## src/sv/command_line_tokenizer_core_defines.svh

```systemverilog
// Assertion macros shared by the tokenizer modules
`ifndef COMMAND_LINE_TOKENIZER_CORE_DEFINES_SVH
`define COMMAND_LINE_TOKENIZER_CORE_DEFINES_SVH
`ifndef NO_ASSERTIONS
`define CLT_ASSERT(lbl, cond, msg) \
  lbl: assert property (@(posedge clk) disable iff (!rst_n) (cond)) else $error(msg);
`define CLT_ASSERT_NEXT(lbl, ante, cons, msg) \
  lbl: assert property (@(posedge clk) disable iff (!rst_n) (ante) |=> (cons)) \
    else $error(msg);
`else
`define CLT_ASSERT(lbl, cond, msg)
`define CLT_ASSERT_NEXT(lbl, ante, cons, msg)
`endif
`endif

```

## src/sv/clt_pkg.sv

```systemverilog
// Types and constants shared by the command-line tokenizer modules
package clt_pkg;

  localparam logic [7:0] CH_EOL       = 8'h00;
  localparam logic [7:0] CH_BACKSLASH = 8'h5C;
  localparam logic [7:0] CH_DQUOTE    = 8'h22;
  localparam logic [7:0] CH_SQUOTE    = 8'h27;
  localparam logic [7:0] CH_SPACE     = 8'h20;
  localparam logic [7:0] CH_TAB       = 8'h09;

  localparam int QDEPTH = 2;
  localparam int QAW    = 1;
  localparam int QCW    = 2;

  typedef enum logic [1:0] {
    QK_NONE   = 2'd0,
    QK_SINGLE = 2'd1,
    QK_DOUBLE = 2'd2
  } clt_quote_t;

  typedef struct packed {
    logic [7:0] arg_byte;
    logic       byte_valid;
    logic [2:0] arg_index;
    logic       arg_start;
    logic       arg_end;
    logic       line_done;
    logic [3:0] arg_count;
  } clt_res_t;

  typedef struct packed {
    logic     valid;
    clt_res_t res;
  } clt_push_t;

endpackage

```

## src/sv/clt_front.sv

```systemverilog
// Front end: accept and classify line bytes, track argument state, build results
`include "command_line_tokenizer_core_defines.svh"
module clt_front import clt_pkg::*; #(
  parameter int MAX_ARGS = 8
) (
  input  logic       clk,
  input  logic       rst_n,
  input  logic       in_tvalid,
  output logic       in_tready,
  input  logic [7:0] in_char,
  input  logic       q_full,
  output clt_push_t  push
);

  localparam int CW = $clog2(MAX_ARGS + 1);
  localparam int EW = (CW < 4) ? 4 : CW;

  logic          in_arg_r, in_arg_nxt;
  clt_quote_t    qk_r, qk_nxt;
  logic          esc_r, esc_nxt;
  logic [CW-1:0] cc_r, cc_nxt;
  logic [CW-1:0] cc_inc;
  logic [EW-1:0] cc_ext, cc_inc_ext;
  logic          in_acc;
  clt_quote_t    kind;
  clt_res_t      res;
  logic          has_res;

  assign in_tready  = !q_full;
  assign in_acc     = in_tvalid && in_tready;
  assign cc_inc     = cc_r + CW'(1);
  assign cc_ext     = EW'(cc_r);
  assign cc_inc_ext = EW'(cc_inc);

  always_comb begin
    kind = QK_NONE;
    if (in_char == CH_SQUOTE) begin
      kind = QK_SINGLE;
    end else if (in_char == CH_DQUOTE) begin
      kind = QK_DOUBLE;
    end
  end

  always_comb begin
    in_arg_nxt = in_arg_r;
    qk_nxt     = qk_r;
    esc_nxt    = esc_r;
    cc_nxt     = cc_r;
    has_res    = 1'b0;
    res        = '0;
    if (in_char == CH_EOL) begin
      has_res       = 1'b1;
      res.line_done = 1'b1;
      res.arg_end   = in_arg_r;
      res.arg_index = in_arg_r ? cc_ext[2:0] : 3'd0;
      res.arg_count = in_arg_r ? cc_inc_ext[3:0] : cc_ext[3:0];
      in_arg_nxt    = 1'b0;
      qk_nxt        = QK_NONE;
      esc_nxt       = 1'b0;
      cc_nxt        = '0;
    end else if (cc_r >= CW'(MAX_ARGS)) begin
      has_res = 1'b0;
    end else if (!esc_r && in_char == CH_BACKSLASH) begin
      esc_nxt = 1'b1;
    end else if (!esc_r && kind != QK_NONE && (qk_r == QK_NONE || qk_r == kind)) begin
      qk_nxt = (qk_r == QK_NONE) ? kind : QK_NONE;
    end else if (!esc_r && qk_r == QK_NONE &&
                 (in_char == CH_SPACE || in_char == CH_TAB)) begin
      if (in_arg_r) begin
        has_res       = 1'b1;
        res.arg_end   = 1'b1;
        res.arg_index = cc_ext[2:0];
        res.arg_count = cc_inc_ext[3:0];
        in_arg_nxt    = 1'b0;
        cc_nxt        = cc_inc;
      end
    end else begin
      has_res        = 1'b1;
      res.arg_byte   = in_char;
      res.byte_valid = 1'b1;
      res.arg_index  = cc_ext[2:0];
      res.arg_start  = !in_arg_r;
      res.arg_count  = cc_ext[3:0];
      in_arg_nxt     = 1'b1;
      esc_nxt        = 1'b0;
    end
  end

  assign push.valid = in_acc && has_res;
  assign push.res   = res;

  always_ff @(posedge clk) begin
    if (!rst_n) begin
      in_arg_r <= 1'b0;
      qk_r     <= QK_NONE;
      esc_r    <= 1'b0;
      cc_r     <= '0;
    end else if (in_acc) begin
      in_arg_r <= in_arg_nxt;
      qk_r     <= qk_nxt;
      esc_r    <= esc_nxt;
      cc_r     <= cc_nxt;
    end
  end

  `CLT_ASSERT(a_count_bound, cc_r <= CW'(MAX_ARGS), "closed count above limit")
  `CLT_ASSERT(a_open_below_limit, !in_arg_r || cc_r < CW'(MAX_ARGS), "open arg at limit")
  `CLT_ASSERT_NEXT(a_eol_clear, in_acc && in_char == CH_EOL,
    cc_r == '0 && !in_arg_r && !esc_r && qk_r == QK_NONE, "state not cleared at eol")

endmodule

```

## src/sv/clt_queue.sv

```systemverilog
// Two-entry result queue between the front end and the output stage
`include "command_line_tokenizer_core_defines.svh"
module clt_queue import clt_pkg::*; (
  input  logic      clk,
  input  logic      rst_n,
  input  clt_push_t push,
  output logic      full,
  output logic      q_valid,
  output clt_res_t  q_res,
  input  logic      pop
);

  clt_res_t       mem_r [QDEPTH];
  logic [QAW-1:0] wr_ptr_r, rd_ptr_r;
  logic [QCW-1:0] cnt_r, cnt_nxt;

  assign full    = (cnt_r == QCW'(QDEPTH));
  assign q_valid = (cnt_r != '0);
  assign q_res   = mem_r[rd_ptr_r];

  always_comb begin
    cnt_nxt = cnt_r;
    if (push.valid && !pop) begin
      cnt_nxt = cnt_r + QCW'(1);
    end else if (!push.valid && pop) begin
      cnt_nxt = cnt_r - QCW'(1);
    end
  end

  always_ff @(posedge clk) begin
    if (push.valid) begin
      mem_r[wr_ptr_r] <= push.res;
    end
  end

  always_ff @(posedge clk) begin
    if (!rst_n) begin
      wr_ptr_r <= '0;
      rd_ptr_r <= '0;
      cnt_r    <= '0;
    end else begin
      if (push.valid) begin
        wr_ptr_r <= wr_ptr_r + QAW'(1);
      end
      if (pop) begin
        rd_ptr_r <= rd_ptr_r + QAW'(1);
      end
      cnt_r <= cnt_nxt;
    end
  end

  `CLT_ASSERT(a_q_bound, cnt_r <= QCW'(QDEPTH), "queue count overflow")
  `CLT_ASSERT(a_q_no_underrun, !(pop && cnt_r == '0), "pop from empty queue")
  `CLT_ASSERT_NEXT(a_q_grow, push.valid && !pop, cnt_r == $past(cnt_r) + QCW'(1),
    "queue count did not advance")

endmodule

```

## src/sv/clt_back.sv

```systemverilog
// Back end: output register that takes results from the queue and packs the stream
module clt_back import clt_pkg::*; (
  input  logic        clk,
  input  logic        rst_n,
  input  logic        q_valid,
  input  clt_res_t    q_res,
  output logic        pop,
  output logic        out_tvalid,
  input  logic        out_tready,
  output logic [23:0] out_tdata,
  output logic        out_tuser,
  output logic        out_tlast
);

  logic     vld_r;
  clt_res_t res_r;

  assign pop = q_valid && (!vld_r || out_tready);

  always_ff @(posedge clk) begin
    if (!rst_n) begin
      vld_r <= 1'b0;
    end else if (!vld_r || out_tready) begin
      vld_r <= q_valid;
    end
  end

  always_ff @(posedge clk) begin
    if (pop) begin
      res_r <= q_res;
    end
  end

  assign out_tvalid = vld_r;
  assign out_tdata  = {7'd0, res_r.arg_count, res_r.arg_end, res_r.arg_start,
                       res_r.arg_index, res_r.arg_byte};
  assign out_tuser  = res_r.byte_valid;
  assign out_tlast  = res_r.line_done;

endmodule

```

## src/sv/command_line_tokenizer_core.sv

```systemverilog
// Results go into the two-entry queue, then into the output register behind out_tvalid.
// Throughput: one byte per cycle; in_tready drops only while the two-entry queue is full.
// The per-byte decision is a combinational classification against the argument state.
// Unescaped backslashes, group quotes and blanks outside an argument only update state.
// Reset (rst_n low, synchronous) clears argument state, queue and output valid.
module command_line_tokenizer_core import clt_pkg::*; #(
  parameter int MAX_ARGS = 8
) (
  input  logic        clk,
  input  logic        rst_n,
  input  logic        in_tvalid,
  output logic        in_tready,
  input  logic [7:0]  in_tdata,    // [7:0] char_code
  output logic        out_tvalid,
  input  logic        out_tready,
  output logic [23:0] out_tdata,   // [7:0] arg_byte, [10:8] arg_index, [11] arg_start,
                                   // [12] arg_end, [16:13] arg_count, [23:17] zero
  output logic        out_tuser,   // [0] byte_valid
  output logic        out_tlast    // line_done
);

  clt_push_t push;
  logic      q_full;
  logic      q_valid;
  clt_res_t  q_res;
  logic      pop;

  clt_front #(
    .MAX_ARGS(MAX_ARGS)
  ) u_front (
    .clk      (clk),
    .rst_n    (rst_n),
    .in_tvalid(in_tvalid),
    .in_tready(in_tready),
    .in_char  (in_tdata),
    .q_full   (q_full),
    .push     (push)
  );

  clt_queue u_queue (
    .clk    (clk),
    .rst_n  (rst_n),
    .push   (push),
    .full   (q_full),
    .q_valid(q_valid),
    .q_res  (q_res),
    .pop    (pop)
  );

  clt_back u_back (
    .clk       (clk),
    .rst_n     (rst_n),
    .q_valid   (q_valid),
    .q_res     (q_res),
    .pop       (pop),
    .out_tvalid(out_tvalid),
    .out_tready(out_tready),
    .out_tdata (out_tdata),
    .out_tuser (out_tuser),
    .out_tlast (out_tlast)
  );

endmodule

```

## config.mk

```make
export PLATFORM = sky130hd
export DESIGN_NAME = command_line_tokenizer_core
export DESIGN_NICKNAME = d
export VERILOG_FILES = /design/src/sv/clt_pkg.sv /design/src/sv/clt_front.sv /design/src/sv/clt_queue.sv /design/src/sv/clt_back.sv /design/src/sv/command_line_tokenizer_core.sv
export VERILOG_INCLUDE_DIRS = /design/src /design/src/sv
export SDC_FILE = /design/constraint.sdc
export NUM_CORES = 1
export LEC_CHECK = 0
export BUFFER_PORTS_ARGS = -buffer_cell sky130_fd_sc_hd__buf_2
export CAP_MARGIN = 20
export CORE_MARGIN = 1.5
export CORE_UTILIZATION = 45
export DETAILED_ROUTE_END_ITERATION = 16
export GPL_ROUTABILITY_DRIVEN = 0
export MAX_ROUTING_LAYER = met4
export PLACE_DENSITY_LB_ADDON = 0.3
export SYNTH_ARGS = -nofsm -noshare
export SYNTH_HDL_FRONTEND = slang
export SYNTH_SLANG_ARGS = --single-unit
```

## constraint.sdc

```tcl
create_clock -name clk -period 4.83 [get_ports clk]
set_clock_uncertainty 0.05 [all_clocks]
set_input_delay 0.483 -clock clk [delete_from_list [all_inputs] [get_ports clk]]
set_output_delay 0.483 -clock clk [all_outputs]
set_load 0.01 [all_outputs]
```

==> metrics list, run 1 <==
* Result of the run: finished, final reports clean
- Setup repair after global routing missed its margin: no
- Post-CTS Setup Repair Bufs: 0
- Total Negative Setup Slacks: 0 ns
- Together, buffers and inverters on the worst path number 2.
- In this run the tightest slew margin relative to its limit is a little under 40%.
- Total Power Consumption: approximately 1700 uW
- Largest fanout on the critical path: 19
- The most used flip-flop cell after synthesis is sky130_fd_sc_hd__edfxtp_1.
- Antenna violations before repair: 0
- Die area: ~7400 um2
* Sequential cell area in the final layout: 1970 um2
- Final hold violations: 0
- Number of sinks handled by clock tree synthesis: 70
- Global routing consumed, over all layers together, ~16% of the routing resources.
- Synth Cell Area: a little over 3000 um2
* Share of layout cells above drive strength 1: 28.9%
* Total vias in the final route: ~1900
- Post-CTS Resized: 0
- Number of port buffers: 32
- In this run the worst hold path is classified as flip-flop to flip-flop.
- At the pin with the least slew margin, the transition time is 0.911 ns.
- TritonCTS clock tree: done
- Kind of critical path: input port to flip-flop
* Insertion delay of the later-clocked pin in the worst-skew pair: between 0.3 and 0.4 ns
* Design Area, Final: 3500 um2
- For this block, the routed nets add up to roughly 5400 um of wire.
- Number of top-level design ports: 40
* Proportion of total power due to net switching: a little over a quarter
- Maximum number of pins on one net before global-route repair: 22
- Once detailed placement completed, the half-perimeter wirelength came to between 3000 and 4000 um.
* Buffer cell driving the clock tree root: sky130_fd_sc_hd__clkbuf_8
- Post-route core utilization: between 50% and 60%
* Post-route DRC violation count: 0
- After detailed routing, the number of vias per cell comes to around 5.3.
- The floorplan has 30 rows.
* Cell Pwr Density: just under 500 nW/um2
- After the flow finishes, the layout carries non-filler instances totaling 350.
* CTS Buffer Depth: 2
- By area, the combinational part of the netlist is dominated by simple AND/OR/NAND/NOR gates.
- After synthesis, the share of flip-flops with an asynchronous set or reset is 0%.
- Std-Cell Core Area: 6720 um2
- Synthesis inferred 70 register bits.
* Nature of the critical path startpoint: input port
- The total overflow left after global routing is 0.
* Post-synthesis share of cell area spent on xor and xnor gates: less than 1%
- Summed over all cells, the static leakage comes to roughly 0.0013 uW.
* Total of max-cap violations: 0
- In the finished design, the share of the clock period the worst path needs comes to about 60%.
- Of the synthesized area, sequential elements account for between 60% and 70%.
* Placed cell count: 335
- Antenna fix cells: 0
- Number of nets in the layout: between 200 and 300
- Critical path cell sequence: buf_2, or4_1, or3_1, clkinv_8, nor3_2, nor4_4, and2_1
- Clock-pin slew on the worst setup and hold paths: about 0.07 ns
* Number of buffers inserted by hold repair at cts: 0
- Once the floorplan was initialized, standard cells occupied a little under half of the core.
- Area growth from synthesis to final layout: 12.8%
- The first global-routing pass estimated roughly 8500 um of wire.
- The H-tree was split into 3 levels.
- The clock network burns around a quarter of the power.
- After Yosys synthesis, and, or, nand and nor cells account for about 15% of the synthesized area.
* Critical path data required time: around 4.7 ns
- Grouping stages by cell kind, the critical path spends the most delay in simple AND/OR/NAND/NOR gates.
- Worst supply voltage drop on vdd: just under 0.2 mV
- The share of total power dissipated in combinational logic is 21.5%.
- Among all stages on the critical path, the largest delay is contributed by sky130_fd_sc_hd__and2_1.
- The via count of the first global-routing pass was 1665.
* CTS buffer count: 9
* Arrival time at the worst endpoint: about 2.9 ns
- Antenna-violating nets left: 0
- Fraction of power consumed by sequential logic: between 50% and 60%
- The routed design could run at a clock period as short as around 3.0 ns.
* Die H: approximately 86 um
- DRT Pass-1 Iters: 4
* Dpl cell area: approximately 3300 um2
- Initial drt markers: around 130
- Number of setup violations in the final report: 0
- Area taken by multi-input logic gates: around 1000 um2
- STA classifies the critical path endpoint as a flip-flop.
* Gate count of the mapped netlist: about 230
* Routed wire length per instance: roughly 15 um
* Slew Limit Fails: 0
- Count of filler cells inserted in the layout: 580
- Avg Inst Size Synth: approximately 14 um2
- The internal power of the cells totals approximately 1200 uW.
- Warning count from the yosys run: 0
* Synthesized-area fraction occupied by adder cells: between 2 and 2.5%
- The synthesized design contains 57 enable-type register cells.
- Based on the critical path, the design can be clocked at up to approximately 340 MHz.
* X dimension of the die: between 80 and 90 um
- Switching power total: ~460 uW
- Counting distinct cell types in the post-synthesis netlist gives 49.
* Mux contribution to synthesized area: slightly below 8%
- Post-synthesis compound-gate area fraction: under 10%
* Maximum cell stage delay along the critical path: approximately 0.7 ns
==> final timing paths <==
check / startpoint / end / slack [ns] / cells after the start
worst max register to register: u_front.esc_r / u_queue.mem_r[1][9] / 2.27 / 5
worst min-delay path: u_queue.wr_ptr_r / u_queue.wr_ptr_r / 0.43 / 2
worst min register to register: u_queue.wr_ptr_r / u_queue.wr_ptr_r / 0.43 / 2
worst max-delay path: in_tdata[0] / u_queue.mem_r[1][9] / 1.86 / 7
==> cells by family after synthesis <==
group | after synthesis
compound gates | 30
xor+xnor | 3
fa+ha+maj | 5
buf+inv | 19
flops | 70
mux | 22
other cells | 1
simple gates | 79
==> worst register-to-register path: cells and delay by family, from the launching register on <==
kind | cells | cell delay (ns)
AO/OA/AOI/OAI | 1 | 0.38
AND/OR/NAND/NOR | 4 | 1.38
flip-flops | 1 | 0.37
==> metrics by stage <==
stage | setup WS [ns] | hold WS [ns]
5_1_grt | 1.71 | 0.421
3_5_place_dp | 1.48 | 0.422
2_1_floorplan | 2.01 | 0.397
4_1_cts | 1.84 | 0.410
3_3_place_gp | 1.50 | 0.421
6_report | 1.86 | 0.429
==> power groups by stage <==
stage	clock [uW]	combinational, uW	sequential [uW]
2_1_floorplan	0	207	922
3_3_place_gp	0	350	902
3_5_place_dp	0	354	903
4_1_cts	446	356	891
5_1_grt	471	399	902
6_report	432	362	887
==> final cells by class <==
type,instances,area share [%]
inverter,7,1.11
clock buffer,9,3.54
sequential,70,56.4
clock inverter,5,1.50
timing repair buffer,33,5.01
multi-input combinational,146,29.6
tap,80,2.86
==> layout by cell type (no fill, tap or decap), types with 2 or more instances in the layout <==
cell and count:
sky130_fd_sc_hd__nand2_1 10, sky130_fd_sc_hd__clkbuf_8 9, sky130_fd_sc_hd__ha_1 5, sky130_fd_sc_hd__o21ai_0 7, sky130_fd_sc_hd__edfxtp_1 57, sky130_fd_sc_hd__clkinv_2 3
sky130_fd_sc_hd__mux2_2 19, sky130_fd_sc_hd__nor2_1 12, sky130_fd_sc_hd__nand4_1 2, sky130_fd_sc_hd__conb_1 7, sky130_fd_sc_hd__or3_1 3, sky130_fd_sc_hd__and3_2 2
sky130_fd_sc_hd__xor2_1 2, sky130_fd_sc_hd__nor3_1 7, sky130_fd_sc_hd__a22o_1 2, sky130_fd_sc_hd__and3_1 7, sky130_fd_sc_hd__or3_2 3, sky130_fd_sc_hd__dfxtp_1 13
sky130_fd_sc_hd__inv_1 6, sky130_fd_sc_hd__nand3_1 4, sky130_fd_sc_hd__nor2b_1 2, sky130_fd_sc_hd__mux2i_1 3, sky130_fd_sc_hd__a21oi_1 11, sky130_fd_sc_hd__buf_2 32
sky130_fd_sc_hd__nand2b_1 3, sky130_fd_sc_hd__nor4_1 7, sky130_fd_sc_hd__and2_1 4, sky130_fd_sc_hd__o211ai_1 2, sky130_fd_sc_hd__or4_1 2
==> routing by layer <==
layer  up-vias  share of wire (%)  global-route usage [%]  routed length (um)
met3         2                4.7                    4.43                 253
met5         -                  0                       -                   0
met1       874                 46                    20.6                2460
li1        930                  -                       -                   -
met4         0               0.69                    7.04                  37
met2        53                 49                    23.8                2620
==> flip-flops by register name, summed over array words and instances, names as in the netlist <==
| register | cells |
|---|---|
| u_queue.wr_ptr_r | 1 |
| u_back.out_tlast | 1 |
| u_front.esc_r | 1 |
| u_queue.cnt_r | 2 |
| u_back.out_tuser | 1 |
| u_front.qk_r | 2 |
| u_queue.mem_r | 38 |
| u_queue.rd_ptr_r | 1 |
| u_front.cc_ext | 4 |
| u_back.out_tdata | 17 |
| u_back.out_tvalid | 1 |
| u_front.in_arg_r | 1 |
==> cell usage after synthesis (all sizes together) (6+ instances only) <==
cell type / count / area share (%)
nor3: 8 / 1.5
nand2: 10 / 1.2
nor4: 8 / 2.1
buf: 8 / 2.1
or3: 6 / 1.3
and3: 9 / 1.9
dfxtp: 13 / 8.4
inv: 6 / 0.73
edfxtp: 57 / 55
mux2: 19 / 6.9
o21ai: 7 / 1.1
a21oi: 11 / 1.8
nor2: 13 / 1.6
Power figures use the tool's default switching activity.
==> run 2: changes to the inputs <==
Clock period 4.83 ns to 2.67 ns, I/O delays scaled along.
==> run 2 against run 1 <==
Net effect:
- worst setup slack lost 1.6 ns
- wire length grew 5.1%
- clock power grew 67%
- largest cell class unchanged
==> metrics list, run 2 (synthesis results as in run 1) <==
- The slew of the pin with the lowest slew margin came to 0.929 ns (was 0.911 ns).
* Cell Pwr Density: 835 nW/um2 (was 481 nW/um2)
- Total global routing overflow: 0 (unchanged)
- The number of iterations in the first detailed-routing pass was 4 (unchanged).
- The destination of the worst register-to-register timing path is u_queue.mem_r[0][3] (was u_queue.mem_r[1][9]).
- Clock-pin slew on the worst setup and hold paths: 0.07 ns (about the same)
- The launch instance of the worst register-to-register path was u_front.qk_r[0] (was u_front.esc_r).
- The count of vias placed by the detailed router is 1958 (was 1859).
- Worst hold path depth: 3 (was 2)
- The largest net degree at the start of global routing was 21 (was 22).
- Count of standard-cell rows: 30 (unchanged)
- The number of buffers inserted by port buffering is 32 (unchanged).
- The max-slew violation count came to 0 (unchanged).
* Worst supply voltage drop on vdd: 0.264 mV (was 0.198 mV)
- The via count of the first global-routing pass is 1801 (was 1665).
- Worst relative slew slack: 38.0% (was 39.2%)
* Total Negative Setup Slacks: 0 ns (unchanged)
- The number of antenna repair diodes is 0 (unchanged).
* Fraction of power consumed by sequential logic: 53.2% (was 52.8%)
- The area growth from synthesis to layout is 16.7% (was 12.8%).
* Commonest non-fill, non-tap cell in the layout: sky130_fd_sc_hd__edfxtp_1 (unchanged)
* Total of max-cap violations: 0 (unchanged)
- The total of endpoints with negative setup slack in the final report was 0 (unchanged).
- The initial cell density of the core came to 46.1% (unchanged).
* Antenna-violating nets left: 0 (unchanged)
- Cell internal power dissipation: 2150 uW (was 1220 uW)
* Antenna violations before repair: 0 (unchanged)
- Final hold violations: 0 (unchanged)
- The height of the chip was 86.0 um (unchanged).
- The number of flip-flops in the largest register was 38 (unchanged).
- The start point of the worst min-delay path is rst_n (was u_queue.wr_ptr_r).
* Internal reg-to-reg setup slack: 0.24 ns (was 2.27 ns)
- The library cell used as clock root buffer is sky130_fd_sc_hd__clkbuf_8 (unchanged).
* Clock network fraction of total power: 23.9% (was 25.7%)
- Number of cells traversed by the worst register-to-register path: 5 (unchanged)
* Critical path cell sequence: nor4_1, o211ai_1, o21ai_0, inv_1, a211oi_1 (was buf_2, or4_1, or3_1, clkinv_8, nor3_2, nor4_4, and2_1)
- Commonest cells after routing, fill and taps aside: sky130_fd_sc_hd__edfxtp_1, sky130_fd_sc_hd__buf_2, sky130_fd_sc_hd__mux2_2 (unchanged)
- Number of top-level design ports: 40 (unchanged)
- The cell leakage power was 0.00134 uW (was 0.00128 uW).
* Post-CTS Resized: 0 (unchanged)
- The clock latency at the later pin of the worst-skew pair is 0.33 ns (about the same).
- The startpoint kind of the worst setup timing path is a flip-flop (was input port).
* Count of filler cells inserted in the layout: 555 (was 580)
* Global-route wire length before repair: 8800 um (was 8510 um)
- The final worst slack was 0.239 ns (was 1.86 ns).
- The count of H-tree levels built during CTS came to 3 (unchanged).
- Arrival time at the worst endpoint: 2.50 ns (was 2.88 ns)
- Detailed-route wire length: 5650 um (was 5370 um)
- Biggest register: u_queue.mem_r (unchanged)
* CTS buffer count: 9 (unchanged)
- The type of the worst setup path was flip-flop to flip-flop (was input port to flip-flop).
- Timing-limited maximum frequency: just over 400 MHz
- The required arrival time at the worst endpoint came to 2.74 ns (was 4.74 ns).
- The relative contribution of combinational cells to total power came to 22.9% (was 21.5%).
- Number of buffers inserted by hold repair at cts: 0 (unchanged)
- TritonCTS clock tree: done (unchanged)
- The clock period could shrink to 2.43 ns.
- The classification of the worst-slack hold path was input port to flip-flop (was flip-flop to flip-flop).
- Share of layout cells above drive strength 1: 32.4% (was 28.9%)
* Post-route DRC violation count: 0 (unchanged)
- The endpoint type of the worst setup path is a flip-flop (unchanged).
* CTS Buffer Depth: 2 (unchanged)
* Number of sinks handled by clock tree synthesis: 70 (unchanged)
- Largest fanout on the critical path: 6 (was 19)
* Post-route fraction of the period consumed by the critical path: about nine tenths
* X dimension of the die: 86.0 um (unchanged)
- The total global-route track usage was 16.4% (was 16.0%).
* Result of the run: finished, final reports clean (unchanged)
- The number of DRC markers after the initial detailed-route iteration came to 107 (was 132).
- The net switching fraction of the power was 28.8% (was 27.2%).
* Setup repair after global routing missed its margin: no (unchanged)
- The terminating pin of the worst hold path is u_queue.wr_ptr_r (unchanged).
- Critical-path cell with the highest stage delay: sky130_fd_sc_hd__o21ai_0 (was sky130_fd_sc_hd__and2_1)
- Die area: 7390 um2 (unchanged)
* Half-perimeter wire length after detailed placement: 3830 um (was 3660 um)
* Switching power total: 869 uW (was 458 uW)
- The net count of the finished layout was 299 (was 284).
- Post-CTS Setup Repair Bufs: 0 (unchanged)
- Worst slack at placement: 0.0560 ns (was 1.48 ns)
- Std-Cell Core Area: 6720 um2 (unchanged)
* Routed wire length per instance: 15.4 um (was 15.3 um)
- Maximum cell stage delay along the critical path: 0.72 ns (about the same)
- Per-cell via count in the routed design: 5.34 (was 5.31)
## run 2: layer usage
metal  vias to the layer above  part of all wire (%)  GRT usage [%]
li1                        967                     -              -
met1                       932                    45           19.7
met2                        52                    49           25.3
met3                         7                   4.0           4.43
met4                         0                   1.6           8.80
met5                         -                     0              -
## run 2: cell type report
class                      count  area [um2]  share of cell area [%]
timing repair buffer          48         305                    8.44
clock inverter                 6        38.8                    1.07
multi-input combinational    146        1030                    28.6
tap                           80         100                    2.77
sequential                    70        1970                    54.5
clock buffer                  10         128                    3.53
inverter                       7        38.8                    1.07
## run 2: stage by stage
stage	hold WS (ns)	area [um2]	utilization, %	total power, uW	instances
CTS	0.210	3620	53.8	3050	367
global placement	0.405	3450	51.3	2310	351
detailed placement	0.420	3450	51.3	2330	351
finish	0.234	3620	53.8	3020	367
global route	0.233	3620	53.8	3170	367
floorplan	0.356	3120	-	2040	235
## run 2: worst max-delay path, delay by kind of cell (launching register included)
kind,cells,cell delay (ns)
flops,1,0.34
buf+inv,1,0.09
compound gates,3,1.30
simple gates,1,0.44
## run 2: power groups by stage
stage | Sequential (uW) | Clock [uW] | Combinational, uW
finish | 1610 | 720 | 693
detailed placement | 1630 | 0 | 700
global route | 1630 | 779 | 754
CTS | 1610 | 736 | 705
global placement | 1620 | 0 | 689
floorplan | 1670 | 0 | 374
## run 2: worst max-delay path by stage
stage | start | endpoint | slack [ns] | depth (start not counted)
6_report | u_front.qk_r[0] | u_queue.mem_r[0][3] | 0.24 | 5
5_1_grt | u_front.qk_r[0] | u_queue.mem_r[1][3] | 0.11 | 5
4_1_cts | u_front.qk_r[0] | u_queue.mem_r[0][3] | 0.34 | 5
3_5_place_dp | in_tdata[3] | u_queue.cnt_r[1] | 0.06 | 9
3_3_place_gp | in_tdata[7] | u_queue.cnt_r[1] | 0.09 | 9
2_1_floorplan | in_tdata[7] | u_queue.mem_r[1][0] | 0.07 | 7
